===== config.mk =====
export PLATFORM = sky130hd
export DESIGN_NAME = morse_symbol_decoder
export DESIGN_NICKNAME = d
export VERILOG_FILES = /design/src/hw/rtl/msd_pkg.sv /design/src/hw/rtl/morse_symbol_decoder.sv /design/src/hw/rtl/msd_lookup.sv /design/src/hw/rtl/msd_core.sv
export SDC_FILE = /design/constraint.sdc
export NUM_CORES = 1
export LEC_CHECK = 0
export ABC_AREA = 1
export BUFFER_PORTS_ARGS = -buffer_cell sky130_fd_sc_hd__buf_2
export CAP_MARGIN = 10
export CORE_UTILIZATION = 40
export CTS_CLUSTER_SIZE = 14
export DETAILED_ROUTE_END_ITERATION = 6
export PLACE_DENSITY = 0.63
export SLEW_MARGIN = 0
export SYNTH_ARGS = -nofsm -noshare
export SYNTH_HDL_FRONTEND = slang
export SYNTH_SLANG_ARGS = --single-unit

===== constraint.sdc =====
create_clock -name clk -period 3.4 [get_ports clk]
set_input_delay 1.02 -clock clk [delete_from_list [all_inputs] [get_ports clk]]
set_output_delay 1.02 -clock clk [all_outputs]
set_load 0.02 [all_outputs]

===== src/hw/rtl/msd_pkg.sv =====
package msd_pkg;

	localparam int unsigned MaxElements = 6;
	localparam int unsigned EndDashes   = 6;
	localparam int unsigned RomSize     = 37;

	localparam int unsigned CountW = $clog2(MaxElements + 1);

	typedef enum logic [7:0] {
		KEY_DOT  = 8'd1,
		KEY_DASH = 8'd2,
		KEY_GAP  = 8'd4
	} key_code_t;

	typedef struct packed {
		logic [CountW-1:0]      len;
		logic [MaxElements-1:0] bits;
		logic [6:0]             ch;
	} code_entry_t;

	typedef struct packed {
		logic       hit;
		logic [6:0] ch;
	} lookup_t;

	typedef struct packed {
		logic       valid;
		logic [6:0] ascii_char;
		logic       message_end;
	} result_t;

	// bit k of bits is element k, 1 = dash
	localparam code_entry_t CODE_ROM [RomSize] = '{
		'{3'd2, 6'd2,  7'h41}, '{3'd4, 6'd1,  7'h42}, '{3'd4, 6'd5,  7'h43},
		'{3'd3, 6'd1,  7'h44}, '{3'd1, 6'd0,  7'h45}, '{3'd4, 6'd4,  7'h46},
		'{3'd3, 6'd3,  7'h47}, '{3'd4, 6'd0,  7'h48}, '{3'd2, 6'd0,  7'h49},
		'{3'd4, 6'd14, 7'h4A}, '{3'd3, 6'd5,  7'h4B}, '{3'd4, 6'd2,  7'h4C},
		'{3'd2, 6'd3,  7'h4D}, '{3'd2, 6'd1,  7'h4E}, '{3'd3, 6'd7,  7'h4F},
		'{3'd4, 6'd6,  7'h50}, '{3'd4, 6'd11, 7'h51}, '{3'd3, 6'd2,  7'h52},
		'{3'd3, 6'd0,  7'h53}, '{3'd1, 6'd1,  7'h54}, '{3'd3, 6'd4,  7'h55},
		'{3'd4, 6'd8,  7'h56}, '{3'd3, 6'd6,  7'h57}, '{3'd4, 6'd9,  7'h58},
		'{3'd4, 6'd13, 7'h59}, '{3'd4, 6'd3,  7'h5A}, '{3'd6, 6'd0,  7'h20},
		'{3'd5, 6'd31, 7'h30}, '{3'd5, 6'd30, 7'h31}, '{3'd5, 6'd28, 7'h32},
		'{3'd5, 6'd24, 7'h33}, '{3'd5, 6'd16, 7'h34}, '{3'd5, 6'd0,  7'h35},
		'{3'd5, 6'd1,  7'h36}, '{3'd5, 6'd3,  7'h37}, '{3'd5, 6'd7,  7'h38},
		'{3'd5, 6'd15, 7'h39}
	};

endpackage


===== src/hw/rtl/morse_symbol_decoder.sv =====
// Each accepted beat goes to the input register; its decoded result is then registered.
// One key code per cycle unless in_stall; an input register feeds the decode logic and a
// result register holds the character, so one more beat still enters behind a waiting result.
// Input stalls only while the input register is full and the result register is held.
// Reset (arst_n low) clears the collected pattern, dash run, end flag and both valid bits.
module morse_symbol_decoder (
	input  logic       clk,
	input  logic       arst_n,
	input  logic       in_valid,
	output logic       in_stall,
	input  logic [7:0] key_code,
	output logic       out_valid,
	input  logic       out_stall,
	output logic [6:0] ascii_char,
	output logic       message_end
);

	logic             valid_s1;
	logic [7:0]       key_code_s1;
	logic             advance;
	logic             out_valid_q;
	logic [6:0]       ascii_char_q;
	logic             message_end_q;
	msd_pkg::result_t result;

	assign advance  = valid_s1 && (!out_valid_q || !out_stall);
	assign in_stall = valid_s1 && !advance;

	always_ff @(posedge clk or negedge arst_n) begin
		if (!arst_n) begin
			valid_s1 <= 1'b0;
		end else if (!in_stall) begin
			valid_s1 <= in_valid;
		end
	end

	always_ff @(posedge clk) begin
		if (in_valid && !in_stall) begin
			key_code_s1 <= key_code;
		end
	end

	msd_core u_core (
		.clk      (clk),
		.arst_n   (arst_n),
		.advance  (advance),
		.key_code (key_code_s1),
		.result   (result)
	);

	always_ff @(posedge clk or negedge arst_n) begin
		if (!arst_n) begin
			out_valid_q <= 1'b0;
		end else if (advance) begin
			out_valid_q <= result.valid;
		end else if (!out_stall) begin
			out_valid_q <= 1'b0;
		end
	end

	always_ff @(posedge clk) begin
		if (advance && result.valid) begin
			ascii_char_q  <= result.ascii_char;
			message_end_q <= result.message_end;
		end
	end

	assign out_valid   = out_valid_q;
	assign ascii_char  = ascii_char_q;
	assign message_end = message_end_q;

endmodule


===== src/hw/rtl/msd_lookup.sv =====
module msd_lookup (
	input  logic [msd_pkg::CountW-1:0]      element_count,
	input  logic [msd_pkg::MaxElements-1:0] element_pattern,
	output msd_pkg::lookup_t                lookup
);

	// codes are unique, so a plain OR over the matching rows suffices
	always_comb begin
		lookup = '0;
		for (int i = 0; i < msd_pkg::RomSize; i++) begin
			if (msd_pkg::CODE_ROM[i].len == element_count &&
			    msd_pkg::CODE_ROM[i].bits == element_pattern) begin
				lookup.hit = 1'b1;
				lookup.ch  = lookup.ch | msd_pkg::CODE_ROM[i].ch;
			end
		end
	end

endmodule


===== src/hw/rtl/msd_core.sv =====
module msd_core (
	input  logic             clk,
	input  logic             arst_n,
	input  logic             advance,
	input  logic [7:0]       key_code,
	output msd_pkg::result_t result
);

	logic [msd_pkg::MaxElements-1:0] element_pattern_q, element_pattern_d;
	logic [msd_pkg::CountW-1:0]      element_count_q, element_count_d;
	logic                            pattern_overflow_q, pattern_overflow_d;
	logic [msd_pkg::CountW-1:0]      dash_run_q, dash_run_d;
	logic                            finished_q, finished_d;
	logic [msd_pkg::CountW-1:0]      dash_run_inc;
	msd_pkg::lookup_t                lookup;

	msd_lookup u_lookup (
		.element_count   (element_count_q),
		.element_pattern (element_pattern_q),
		.lookup          (lookup)
	);

	assign dash_run_inc = dash_run_q + msd_pkg::CountW'(1);

	always_comb begin
		element_pattern_d  = element_pattern_q;
		element_count_d    = element_count_q;
		pattern_overflow_d = pattern_overflow_q;
		dash_run_d         = dash_run_q;
		finished_d         = finished_q;
		result             = '0;
		if (!finished_q) begin
			case (key_code)
				msd_pkg::KEY_DOT: begin
					dash_run_d = '0;
					if (element_count_q < msd_pkg::CountW'(msd_pkg::MaxElements)) begin
						element_count_d = element_count_q + msd_pkg::CountW'(1);
					end else begin
						pattern_overflow_d = 1'b1;
					end
				end
				msd_pkg::KEY_DASH: begin
					if (dash_run_inc >= msd_pkg::CountW'(msd_pkg::EndDashes)) begin
						// end of message: pending pattern dropped
						finished_d         = 1'b1;
						element_pattern_d  = '0;
						element_count_d    = '0;
						pattern_overflow_d = 1'b0;
						dash_run_d         = '0;
						result.valid       = 1'b1;
						result.message_end = 1'b1;
					end else begin
						dash_run_d = dash_run_inc;
						if (element_count_q < msd_pkg::CountW'(msd_pkg::MaxElements)) begin
							element_pattern_d[element_count_q] = 1'b1;
							element_count_d = element_count_q + msd_pkg::CountW'(1);
						end else begin
							pattern_overflow_d = 1'b1;
						end
					end
				end
				msd_pkg::KEY_GAP: begin
					dash_run_d         = '0;
					element_pattern_d  = '0;
					element_count_d    = '0;
					pattern_overflow_d = 1'b0;
					result.valid       = lookup.hit && !pattern_overflow_q;
					result.ascii_char  = lookup.ch;
				end
				default: begin
				end
			endcase
		end
	end

	always_ff @(posedge clk or negedge arst_n) begin
		if (!arst_n) begin
			element_pattern_q  <= '0;
			element_count_q    <= '0;
			pattern_overflow_q <= 1'b0;
			dash_run_q         <= '0;
			finished_q         <= 1'b0;
		end else if (advance) begin
			element_pattern_q  <= element_pattern_d;
			element_count_q    <= element_count_d;
			pattern_overflow_q <= pattern_overflow_d;
			dash_run_q         <= dash_run_d;
			finished_q         <= finished_d;
		end
	end

	a_finished_sticks: assert property (@(posedge clk) disable iff (!arst_n)
		finished_q |=> finished_q)
		else $error("finished cleared without reset");

	a_count_range: assert property (@(posedge clk) disable iff (!arst_n)
		element_count_q <= msd_pkg::CountW'(msd_pkg::MaxElements))
		else $error("element count out of range");

	a_dash_run_range: assert property (@(posedge clk) disable iff (!arst_n)
		dash_run_q < msd_pkg::CountW'(msd_pkg::EndDashes))
		else $error("dash run reached end count without ending");

	a_pattern_clean: assert property (@(posedge clk) disable iff (!arst_n)
		(element_pattern_q >> element_count_q) == '0)
		else $error("pattern bit set beyond element count");

	a_end_no_char: assert property (@(posedge clk) disable iff (!arst_n)
		result.message_end |-> (result.ascii_char == '0 && result.valid))
		else $error("end marker carries a character");

endmodule


# Word level (Yosys, flattened, before mapping)

Index checks and enable logic that the tools add are counted.

Multiplexer cells: 89
Add/subtract/negate cells: 2
Eq/ne operators: 29
$lt $le $gt $ge: 4
Reduce and logical (&&, ||, !) cells: 57
Bitwise logic cells: 2

Operators with widths:

| operator                                                         | count |
|---|---|
| 8-bit 2-to-1 mux                                                 | 37 |
| 6-bit 2-to-1 mux                                                 | 8 |
| 1-bit logical AND                                                | 43 |
| 3-bit 2-to-1 mux                                                 | 14 |
| 4-bit by 6-bit == test with 1-bit output (first input constant)  | 6 |
| 5-bit by 6-bit == test with 1-bit output (first input constant)  | 5 |
| 3-bit by 6-bit == test with 1-bit output (first input constant)  | 4 |
| 1-bit 2-to-1 mux                                                 | 21 |
| 7-bit 2-to-1 mux                                                 | 2 |
| 2-bit by 6-bit == test with 1-bit output (first input constant)  | 2 |
| 6-bit one-hot mux with 2 select lines                            | 1 |
| 3-bit == test (first input constant)                             | 3 |
| 9-bit 2-to-1 mux                                                 | 1 |
| 3-bit one-hot mux with 3 select lines                            | 1 |
| 8-bit by 1-bit == test with 1-bit output (second input constant) | 1 |
| 8-bit by 2-bit == test with 1-bit output (second input constant) | 1 |
| 8-bit by 3-bit == test with 1-bit output (second input constant) | 1 |
| 3-bit by 1-bit adder with 3-bit output (second input constant)   | 2 |
| 1-bit by 6-bit == test with 1-bit output (first input constant)  | 1 |
| 2-bit by 3-bit == test with 1-bit output (first input constant)  | 2 |
| 6-bit zero test                                                  | 1 |
| 6-bit OR                                                         | 1 |
| 3-bit one-hot mux with 2 select lines                            | 1 |
| 3-bit AND reduction                                              | 2 |
| other kinds (17)                                                 | 22 |

Output and inout bits: 10
Input port bits: 12
Flip-flop bits (word level): 32

# Logic depth before layout (Yosys ltp)

Gate-level depths: netlist of run 1.

Word-level depth: 44
Mapped depth: 14

# Hierarchy

From an unflattened synthesis of run 1, not the netlist that was laid out.

Cell total of the unflattened synthesis: 365
Area, all modules: 2397.3 sq um

Modules (own cells, without submodules):

| module               | instances | seq. area each (sq um) | cells each | area each (sq um) |
|---|---|---|---|---|
| msd_core             | 1         | 350.3                  | 177        | 1096.1 |
| msd_lookup           | 1         | 0.0                    | 157        | 719.4 |
| morse_symbol_decoder | 1         | 530.5                  | 31         | 581.8 |

# Worst setup path after synthesis of run 1

No wires, ideal clock.

Kind: input to output
Start: in out_stall
End: out in_stall
Required time: 2.380 ns
Path slack: 0.970 ns
Stages on the path: 2
Buffers on the path: 0
Arrival time: 1.410 ns
Cell sequence: nand2_1 -> nor2_1

Longest elaborated chain between the ends: 5

Ends and longest elaborated chain:

| item              | line                       | RTL |
|---|---|---|
| start, declared   | morse_symbol_decoder.sv:13 | `input logic out_stall,` |
| 1-bit zero test   | -                          |  |
| 1-bit logical OR  | morse_symbol_decoder.sv:26 | `assign advance = valid_s1 && (!out_valid_q \|\| !out_stall);` |
| 1-bit logical AND | morse_symbol_decoder.sv:26 |  |
| 1-bit zero test   | morse_symbol_decoder.sv:27 | `assign in_stall = valid_s1 && !advance;` |
| 1-bit logical AND | morse_symbol_decoder.sv:27 |  |
| end, declared     | morse_symbol_decoder.sv:10 | `output logic in_stall,` |

No other way between the ends.

# Worst setup path after layout of run 1

Ends and elaborated chain as after synthesis.

==> impl_metrics.env, run 1 <==
export IMPL_busiest_layer="met2"
export IMPL_cts_setup_buffers=0
export IMPL_critical_path_endpoint="in_stall"
export IMPL_syn2layout_area_growth_pct=13.4
export IMPL_drt_pass1_iterations=5
export IMPL_ctsHtreeMaxLevel=2
export IMPL_cp_num_cells=4
export IMPL_report_final_hold_viol_count=0
export IMPL_grt_pass1_vias=1852
export IMPL_worstPathRequired_ns=2.38
export IMPL_ys_seq_area_frac=0.409
export IMPL_grt_pass1_wl_mm=7.93
export IMPL_power_density_nw_per_um2=325
export IMPL_drive_gt1_frac=0.194
export IMPL_io_pins=22
export IMPL_syn_inst=292
export IMPL_swShare=0.194
export IMPL_setup_viol=0
export IMPL_drt_wl_total_mm=4.63
export IMPL_critPathTopFamily="buffers and inverters"
export IMPL_start_util=0.419
export IMPL_num_fill_cells=531
export IMPL_drcViolationCount=0
export IMPL_port_buffers=21
export IMPL_startpoint="out_stall"
export IMPL_critPathMaxStageDelay_ns=0.18
export IMPL_crit_chain="buf_2 -> nand2_1 -> nor2_1 -> buf_2"
export IMPL_fin_crit_ns=2.48
export IMPL_placementRows=26
export IMPL_path_max_fanout=3
export IMPL_p_total_mw=0.794
export IMPL_grt_ovfl_total=0
export IMPL_final_nets=339
export IMPL_vias=1954
export IMPL_pwr_share_seq=0.527
export IMPL_worst_pin_slew_ns=0.537
export IMPL_finalClockSkew_ns=0.00799
export IMPL_cp_num_buf_inv=2
export IMPL_tritoncts="built"
export IMPL_p_sw_mw=0.154
export IMPL_use_met1=0.241
export IMPL_rr_startpoint="u_core.element_count_q[0]$_DFFE_PN0P_"
export IMPL_via_per_inst=5.01
export IMPL_peakVddDrop_v=0.000195
export IMPL_multi_input_area_sq_um=1120
export IMPL_hpwlAfterDp_mm=3.60
export IMPL_path_clk_slew_ns=0.06
export IMPL_syn_num_nets=312
export IMPL_cpMostUsedCell="buf_2"
export IMPL_synth_avg_cell_area_sq_um=7.38
export IMPL_cts_path_max_buffers=2
export IMPL_reg2regPathDepth=14
export IMPL_clk_latency_ns=0.28
export IMPL_clkPwrFrac=0.448
export IMPL_layout_common_cells="nand2_1, nor2_1, inv_1"
export IMPL_final_common_cell="nand2_1"
export IMPL_grt_util_met3=0.0423
export IMPL_r2r_end="ascii_char[6]$_SDFFCE_PP0P_"
export IMPL_leakagePower_nw=1.20
export IMPL_crit_path_end_kind="output port"
export IMPL_p_int_mw=0.640
export IMPL_drt_initial_drc_count=157
export IMPL_grt_start_max_net_pins=17
export IMPL_status="finished clean"
export IMPL_worstHoldPathType="register to register"
export IMPL_maxSlewViolCount=0
export IMPL_rrSetupSlack_ns=0.95
export IMPL_maxCapViolCount=0
export IMPL_cts_hold_buf=0
export IMPL_dieWidth_um=75.4
export IMPL_maxSlewHeadroom=0.641
export IMPL_fmax_mhz=403
export IMPL_root_buffer="clkbuf_8"
export IMPL_ys_types=31
export IMPL_cts_inserted_buffers=5
export IMPL_rsz0062_at_grt="false"
export IMPL_fin_tns_setup_ns=0
export IMPL_fin_crit_sh=0.730
export IMPL_grt_use_met2=0.300
export IMPL_postRouteAntennaNets=0
export IMPL_ys_ff_latch=32
export IMPL_p_comb_frac=0.025
export IMPL_place_gp_congestion=0.897
export IMPL_worstPathArrival_ns=1.46
export IMPL_mappedNetlistArea_sq_um=2150
export IMPL_cts_resized=0
export IMPL_grtUsageTotal=0.185
export IMPL_antenna_found_initial=0
export IMPL_diodes=0
export IMPL_dieArea_sq_um=5680
export IMPL_register_area_sq_um=881
export IMPL_die_h_um=75.4
export IMPL_worstSetupPathType="input port to output port"
export IMPL_start_kind="input port"
export IMPL_wire_per_inst_um=11.9
export IMPL_synth_warnings=0
export IMPL_crit_slowest_cell="buf_2"
export IMPL_core_sq_um=5140
export IMPL_clkSinkCount=32
kinds of logic after synthesis:
group	synth area share
fa+ha+maj	0.0465
compound gates	0.100
simple gates	0.369
xor+xnor	0.00407
flops	0.409
buf+inv	0.0714
worst register-to-register path: cells and delay by family, from the launching register on:
family,cells,cell delay [ns]
adder cells (fa/ha/maj),1,0.23
buffers and inverters,2,0.31
flip-flops,1,0.44
AND/OR/NAND/NOR,11,1.20
worst min path at each step:
stage	start	endpoint	slack, ns	depth (start not counted)
floorplan	u_core.pattern_overflow_q$_DFFE_PN0P_	u_core.pattern_overflow_q$_DFFE_PN0P_	0.47	2
global placement	u_core.pattern_overflow_q$_DFFE_PN0P_	u_core.pattern_overflow_q$_DFFE_PN0P_	0.50	2
detailed placement	u_core.pattern_overflow_q$_DFFE_PN0P_	u_core.pattern_overflow_q$_DFFE_PN0P_	0.51	2
CTS	u_core.pattern_overflow_q$_DFFE_PN0P_	u_core.pattern_overflow_q$_DFFE_PN0P_	0.52	2
global route	u_core.pattern_overflow_q$_DFFE_PN0P_	u_core.pattern_overflow_q$_DFFE_PN0P_	0.58	2
finish	u_core.pattern_overflow_q$_DFFE_PN0P_	u_core.pattern_overflow_q$_DFFE_PN0P_	0.52	2
power by group through the flow:
stage / logic (mW) / clock network [mW] / registers, mW
2_1_floorplan: 0.00907 / 0 / 0.426
5_1_grt: 0.0232 / 0.378 / 0.419
3_3_place_gp: 0.0199 / 0 / 0.426
6_report: 0.0199 / 0.355 / 0.419
4_1_cts: 0.0207 / 0.362 / 0.419
3_5_place_dp: 0.0206 / 0 / 0.427
metal layers:
layer / part of all wire / wire length [um]
met4: 0.017 / 80
met1: 0.47 / 2190
met2: 0.46 / 2140
met5: 0 / 0
met3: 0.049 / 226
registers in the layout, summed over array words and instances, names as in the netlist:
signal / flops
ascii_char: 7
message_end: 1
u_core.pattern_overflow_q: 1
u_core.dash_run_q: 3
u_core.element_count_q: 3
out_valid: 1
u_core.finished_q: 1
u_core.element_pattern_q: 6
key_code_s1: 8
valid_s1: 1
Yosys cell counts:
cell / instances / area share
a21oi_1: 3 / 0.0070
a21oi_2: 1 / 0.0041
a21oi_4: 1 / 0.0076
a32o_1: 1 / 0.0046
a41oi_1: 1 / 0.0041
buf_6: 1 / 0.0052
dfrtp_1: 16 / 0.19
edfxtp_1: 16 / 0.22
ha_1: 8 / 0.046
inv_1: 28 / 0.049
inv_2: 10 / 0.017
nand2_1: 70 / 0.12
nand2_2: 2 / 0.0058
nand2_4: 1 / 0.0052
nand3_1: 22 / 0.051
nand3_2: 3 / 0.014
nand4_1: 4 / 0.012
nor2_1: 55 / 0.096
nor2_2: 11 / 0.032
nor3_1: 2 / 0.0046
nor3_2: 3 / 0.014
nor4_1: 2 / 0.0058
nor4b_1: 1 / 0.0041
o2111ai_1: 1 / 0.0041
o211ai_2: 1 / 0.0058
o21a_1: 1 / 0.0035
o21ai_0: 15 / 0.035
o21ai_1: 9 / 0.021
o21ai_2: 1 / 0.0041
or2_1: 1 / 0.0029
xor2_1: 1 / 0.0041
area by class of cell:
type,count,share of cell area
Multi-Input combinational cell,221,0.458
Sequential cell,32,0.360
Inverter,38,0.0584
Timing Repair Buffer,21,0.0430
Tap cell,70,0.0358
Clock buffer,6,0.0297
Clock inverter,2,0.0143
per-stage QoR:
step,hold slack [ns],utilization,area (sq um),setup slack [ns],instances
floorplan,0.471,-,2150,0.970,292
global placement,0.495,0.454,2340,0.918,382
detailed placement,0.506,0.454,2340,0.914,382
CTS,0.523,0.475,2440,0.911,390
global route,0.583,0.475,2440,0.695,390
finish,0.524,0.475,2440,0.917,390
Power figures use the tool's default switching activity.
==> inputs of run 2 (changes only) <==
- PLACE_DENSITY: 0.63 -> 0.65
- clock period: 3.4 -> 2.15 ns (I/O delays scaled with it)
==> run 2 against run 1 <==
Against the previous run: global-route usage increased by 0.64 points; clock-buffer cell count decreased by 1; non-clock buffer count increased by 24; critical endpoint is now ascii_char[0]$_SDFFCE_PP0P_; cell count increased by 6.2%; combinational power increased by 61%; register-to-register slack got worse by 0.84 ns; flip-flop and latch count unchanged.
==> impl_metrics.env, run 2 (same netlist as run 1, synthesis figures left out) <==
export IMPL_start_kind="register"
export IMPL_whs_ns=0.274
export IMPL_grt_pass1_wl_mm=8.20
export IMPL_grt_pass1_vias=1920
export IMPL_maxCapViolCount=0
export IMPL_peakVddDrop_v=0.000288
export IMPL_dieArea_sq_um=5680
export IMPL_clkSinkCount=32
export IMPL_path_clk_slew_ns=0.07
export IMPL_crit_path_end_kind="register"
export IMPL_largest_reg_flops=8
export IMPL_rr_startpoint="u_core.element_count_q[0]$_DFFE_PN0P_"
export IMPL_rrSetupSlack_ns=0.11
export IMPL_maxSlewHeadroom=0.641
export IMPL_hpwlAfterDp_mm=3.92
export IMPL_status="finished clean"
export IMPL_io_pins=22
export IMPL_worstHoldPathType="input port to async pin"
export IMPL_swShare=0.222
export IMPL_largest_register="key_code_s1"
export IMPL_layout_common_cells="nand2_1, nor2_1, inv_1"
export IMPL_finalClockSkew_ns=0.00667
export IMPL_postRouteAntennaNets=0
export IMPL_pwr_share_seq=0.577
export IMPL_dieWidth_um=75.4
export IMPL_wire_per_inst_um=12.6
export IMPL_worst_pin_slew_ns=0.537
export IMPL_maxSlewViolCount=0
export IMPL_startpoint="u_core.element_count_q[0]$_DFFE_PN0P_"
export IMPL_critical_path_endpoint="ascii_char[0]$_SDFFCE_PP0P_"
export IMPL_fin_tns_setup_ns=0
export IMPL_r2r_end="ascii_char[0]$_SDFFCE_PP0P_"
export IMPL_placementRows=26
export IMPL_tritoncts="built"
export IMPL_core_sq_um=5140
export IMPL_p_sw_mw=0.255
export IMPL_cts_inserted_buffers=5
export IMPL_report_final_hold_viol_count=0
export IMPL_fin_crit_sh=0.947
export IMPL_diodes=0
export IMPL_rsz0062_at_grt="true"
export IMPL_cts_path_max_buffers=2
export IMPL_place_gp_congestion=0.947
export IMPL_p_comb_frac=0.028
export IMPL_setup_viol=0
export IMPL_fin_ws_ns=0.115
export IMPL_finish_utilization=0.532
export IMPL_drt_initial_drc_count=266
export IMPL_worstSetupPathType="register to register"
export IMPL_antenna_found_initial=0
export IMPL_worstPathRequired_ns=2.18
export IMPL_drcViolationCount=0
export IMPL_start_util=0.419
export IMPL_p_int_mw=0.893
export IMPL_final_nets=363
export IMPL_cts_hold_buf=0
export IMPL_clk_latency_ns=0.28
export IMPL_grtUsageTotal=0.191
export IMPL_worstPathArrival_ns=2.07
export IMPL_grt_ovfl_total=0
export IMPL_vias=2068
export IMPL_path_max_fanout=4
export IMPL_root_buffer="clkbuf_8"
export IMPL_fmax_mhz=491
export IMPL_reg2regPathDepth=11
export IMPL_power_density_nw_per_um2=419
export IMPL_die_h_um=75.4
export IMPL_drt_pass1_iterations=4
export IMPL_drt_wl_total_mm=5.24
export IMPL_ctsHtreeMaxLevel=2
export IMPL_pre_cts_ws_ns=-0.0528
export IMPL_port_buffers=21
export IMPL_fin_crit_ns=2.04
export IMPL_via_per_inst=5.00
export IMPL_syn2layout_area_growth_pct=27.0
export IMPL_leakagePower_nw=1.31
export IMPL_drive_gt1_frac=0.349
export IMPL_grt_start_max_net_pins=17
export IMPL_clkPwrFrac=0.395
export IMPL_final_common_cell="nand2_1"
[run 2: cell types whose count changed in the layout (fill, tap and decap cells not counted), moves of 4 or more]
cell | previous run | this run
nand2_1 | 70 | 64
nor2_4 | 0 | 5
buf_4 | 0 | 23
nor2_2 | 11 | 18
nand2_2 | 2 | 7
nand3_1 | 22 | 18
nand3_2 | 3 | 7
inv_1 | 28 | 24
nor2_1 | 55 | 43
ha_1 | 8 | 4
[run 2: cell type report]
cell class	instances	area, sq um
Timing Repair Buffer	45	289
Tap cell	70	87.6
Clock inverter	3	18.8
Fill cell	502	2400
Sequential cell	32	883
Inverter	38	150
Clock buffer	5	68.8
Multi-Input combinational cell	221	1240
[run 2: layer usage]
metal | vias up | GRT usage | wire length (um)
met5 | - | 0 | 0
met4 | 0 | 0.101 | 136
met3 | 15 | 0.0304 | 197
met2 | 59 | 0.320 | 2630
met1 | 937 | 0.238 | 2280
li1 | 1057 | - | -
[run 2: repair_timing]
| action | in CTS | in global routing |
|---|---|---|
| buffers inserted | 0 | 8 |
| setup endpoints to repair | 8 | 11 |
| pin swaps | 0 | 17 |
| gates resized for setup | 2 | 42 |
[run 2: power by group through the flow]
stage	Clock [mW]	Combinational (mW)	Sequential (mW)
floorplan	0	0.0143	0.673
global placement	0	0.0315	0.674
detailed placement	0	0.0329	0.675
CTS	0.463	0.0330	0.662
global route	0.487	0.0366	0.663
finish	0.454	0.0320	0.662
[run 2: stage by stage]
| step | instance area (sq um) | power [mW] | std cells |
|---|---|---|---|
| after floorplan | 2150 | 0.688 | 292 |
| after global placement | 2460 | 0.705 | 398 |
| after detailed placement | 2460 | 0.708 | 398 |
| after CTS | 2540 | 1.16 | 406 |
| after global routing | 2740 | 1.19 | 414 |
| final | 2740 | 1.15 | 414 |
[run 2: how the worst min path moves through the flow]
| stage | startpoint | endpoint | slack [ns] | cells past startpoint |
|---|---|---|---|---|
| floorplan | arst_n | out_valid$_DFFE_PN0P_ | 0.35 | 0 |
| global placement | u_core.pattern_overflow_q$_DFFE_PN0P_ | u_core.pattern_overflow_q$_DFFE_PN0P_ | 0.50 | 2 |
| detailed placement | u_core.pattern_overflow_q$_DFFE_PN0P_ | u_core.pattern_overflow_q$_DFFE_PN0P_ | 0.50 | 2 |
| CTS | arst_n | u_core.dash_run_q[0]$_DFFE_PN0P_ | 0.29 | 1 |
| global route | arst_n | u_core.element_pattern_q[5]$_DFFE_PN0P_ | 0.30 | 1 |
| finish | arst_n | u_core.dash_run_q[0]$_DFFE_PN0P_ | 0.27 | 1 |
[run 2: worst max-delay path: stages, from the launching register on]
cell and delay [ns]:
dfrtp_1 0.44, ha_2 0.22, nand2_2 0.11, inv_1 0.08, nand3_2 0.09, a21oi_2 0.05
buf_4 0.12, buf_4 0.12, nor4_1 0.29, nand3_1 0.12, nor2_1 0.10, nor2_1 0.04
==> inputs of run 3 (changes only) <==
- GPL_TIMING_DRIVEN: unset -> 0
==> run 3 against run 2 <==
Against the previous run: core utilization decreased by 0.80 points; via count shrank 0.39%; combinational power is 3% lower; total power down 0.44%.
==> impl_metrics.env, run 3 (same netlist as run 1, synthesis figures left out) <==
export IMPL_cts_path_max_buffers=2
export IMPL_diodes=0
export IMPL_peakVddDrop_v=0.000267
export IMPL_grt_pass1_vias=1767
export IMPL_clkPwrFrac=0.394
export IMPL_rsz0062_at_grt="true"
export IMPL_p_total_mw=1.14
export IMPL_tritoncts="built"
export IMPL_antenna_found_initial=0
export IMPL_crit_path_end_kind="register"
export IMPL_start_kind="register"
export IMPL_r2r_end="ascii_char[5]$_SDFFCE_PP0P_"
export IMPL_fin_crit_sh=0.973
export IMPL_setup_viol=0
export IMPL_pwr_share_seq=0.579
export IMPL_post_dp_cell_area_sq_um=2350
export IMPL_worstPathRequired_ns=2.19
export IMPL_grt_ovfl_total=0
export IMPL_drive_gt1_frac=0.324
export IMPL_p_sw_mw=0.251
export IMPL_syn2layout_area_growth_pct=25.1
export IMPL_swShare=0.219
export IMPL_whs_ns=0.268
export IMPL_clkSinkCount=32
export IMPL_via_per_inst=5.07
export IMPL_drt_initial_drc_count=233
export IMPL_port_buffers=21
export IMPL_place_gp_congestion=0.863
export IMPL_io_pins=22
export IMPL_worstPathArrival_ns=2.13
export IMPL_final_nets=355
export IMPL_fin_cells=406
export IMPL_dieArea_sq_um=5680
export IMPL_p_int_mw=0.892
export IMPL_report_final_hold_viol_count=0
export IMPL_drcViolationCount=0
export IMPL_drt_pass1_iterations=5
export IMPL_postRouteAntennaNets=0
export IMPL_final_common_cell="nand2_1"
export IMPL_final_cell_area_sq_um=2700
export IMPL_maxSlewViolCount=0
export IMPL_rr_startpoint="u_core.element_count_q[0]$_DFFE_PN0P_"
export IMPL_finalClockSkew_ns=0.00312
export IMPL_largest_reg_flops=8
export IMPL_worst_pin_slew_ns=0.374
export IMPL_start_util=0.419
export IMPL_maxSlewHeadroom=0.750
export IMPL_rrSetupSlack_ns=0.06
export IMPL_reg2regPathDepth=14
export IMPL_die_h_um=75.4
export IMPL_multi_input_area_sq_um=1260
export IMPL_worstHoldPathType="input port to async pin"
export IMPL_clk_latency_ns=0.28
export IMPL_grt_start_max_net_pins=17
export IMPL_layout_common_cells="nand2_1, nor2_1, inv_1"
export IMPL_ctsHtreeMaxLevel=2
export IMPL_path_clk_slew_ns=0.07
export IMPL_register_area_sq_um=886
export IMPL_fmax_mhz=478
export IMPL_cts_inserted_buffers=5
export IMPL_status="finished clean"
export IMPL_hpwlAfterDp_mm=3.63
export IMPL_maxCapViolCount=0
export IMPL_vias=2060
export IMPL_placed_cells=383
export IMPL_grtUsageTotal=0.182
export IMPL_root_buffer="clkbuf_8"
export IMPL_worstSetupPathType="register to register"
export IMPL_path_max_fanout=8
export IMPL_p_comb_frac=0.027
export IMPL_cts_hold_buf=0
export IMPL_leakagePower_nw=1.26
export IMPL_core_sq_um=5140
export IMPL_placementRows=26
export IMPL_fin_crit_ns=2.09
export IMPL_dieWidth_um=75.4
export IMPL_largest_register="key_code_s1"
export IMPL_power_density_nw_per_um2=424
export IMPL_num_fill_cells=501
export IMPL_drt_wl_total_mm=4.98
export IMPL_grt_pass1_wl_mm=7.78
export IMPL_wire_per_inst_um=12.3
==> run 3: power by group through the flow <==
stage	logic, mW	clock network, mW	registers, mW
2_1_floorplan	0.0143	0	0.673
3_3_place_gp	0.0313	0	0.674
3_5_place_dp	0.0323	0	0.675
4_1_cts	0.0324	0.461	0.662
5_1_grt	0.0357	0.484	0.663
6_report	0.0310	0.450	0.662
==> run 3: critical path, stage by stage (launching register included) <==
cell      delay (ns)
dfrtp_2         0.47
ha_4            0.19
ha_4            0.16
inv_4           0.08
nor2_4          0.04
nand3_2         0.07
nand2_2         0.06
nor2_2          0.14
nand3_2         0.11
nor2_2          0.14
nand3_1         0.08
nand2_1         0.07
nand2_1         0.06
nand2_2         0.09
clkinv_4        0.10
==> run 3: how the worst max path moves through the flow <==
stage	startpoint	end	cells after the start
finish	u_core.element_count_q[0]$_DFFE_PN0P_	ascii_char[5]$_SDFFCE_PP0P_	14
global route	u_core.element_count_q[0]$_DFFE_PN0P_	message_end$_SDFFCE_PP0P_	14
CTS	u_core.element_count_q[2]$_DFFE_PN0P_	ascii_char[3]$_SDFFCE_PP0P_	14
detailed placement	u_core.element_count_q[0]$_DFFE_PN0P_	ascii_char[3]$_SDFFCE_PP0P_	14
global placement	u_core.element_count_q[0]$_DFFE_PN0P_	ascii_char[3]$_SDFFCE_PP0P_	14
floorplan	u_core.element_count_q[0]$_DFFE_PN0P_	ascii_char[0]$_SDFFCE_PP0P_	14
==> run 3: per-layer routing <==
metal  global-route usage  part of all wire  up-vias
li1                     -                 -     1039
met5                    0                 0        -
met1                0.234              0.43      941
met4               0.0679             0.022        0
met3               0.0357             0.055       13
met2                0.305              0.49       67
==> run 3: area by class of cell <==
| type | instances | share of cell area |
|---|---|---|
| Multi-Input combinational cell | 221 | 0.466 |
| Buffer | 1 | 0.00418 |
| Inverter | 38 | 0.0566 |
| Sequential cell | 32 | 0.329 |
| Tap cell | 70 | 0.0325 |
| Clock inverter | 2 | 0.00418 |
| Timing Repair Buffer | 36 | 0.0808 |
| Clock buffer | 6 | 0.0269 |
==> run 3: through the flow <==
stage | setup WS, ns | utilization | setup TNS (ns)
5_1_grt | -0.117 | 0.524 | -0.954
2_1_floorplan | 0.111 | - | 0
4_1_cts | 0.00120 | 0.479 | 0
3_3_place_gp | -0.312 | 0.457 | -2.52
6_report | 0.0581 | 0.524 | 0
3_5_place_dp | -0.304 | 0.457 | -2.43
==> run 3: repair_timing <==
action | in CTS | in global routing
buffers inserted | 2 | 13
gates resized for setup | 10 | 36
setup endpoints to repair | 9 | 13
pin swaps | 0 | 12
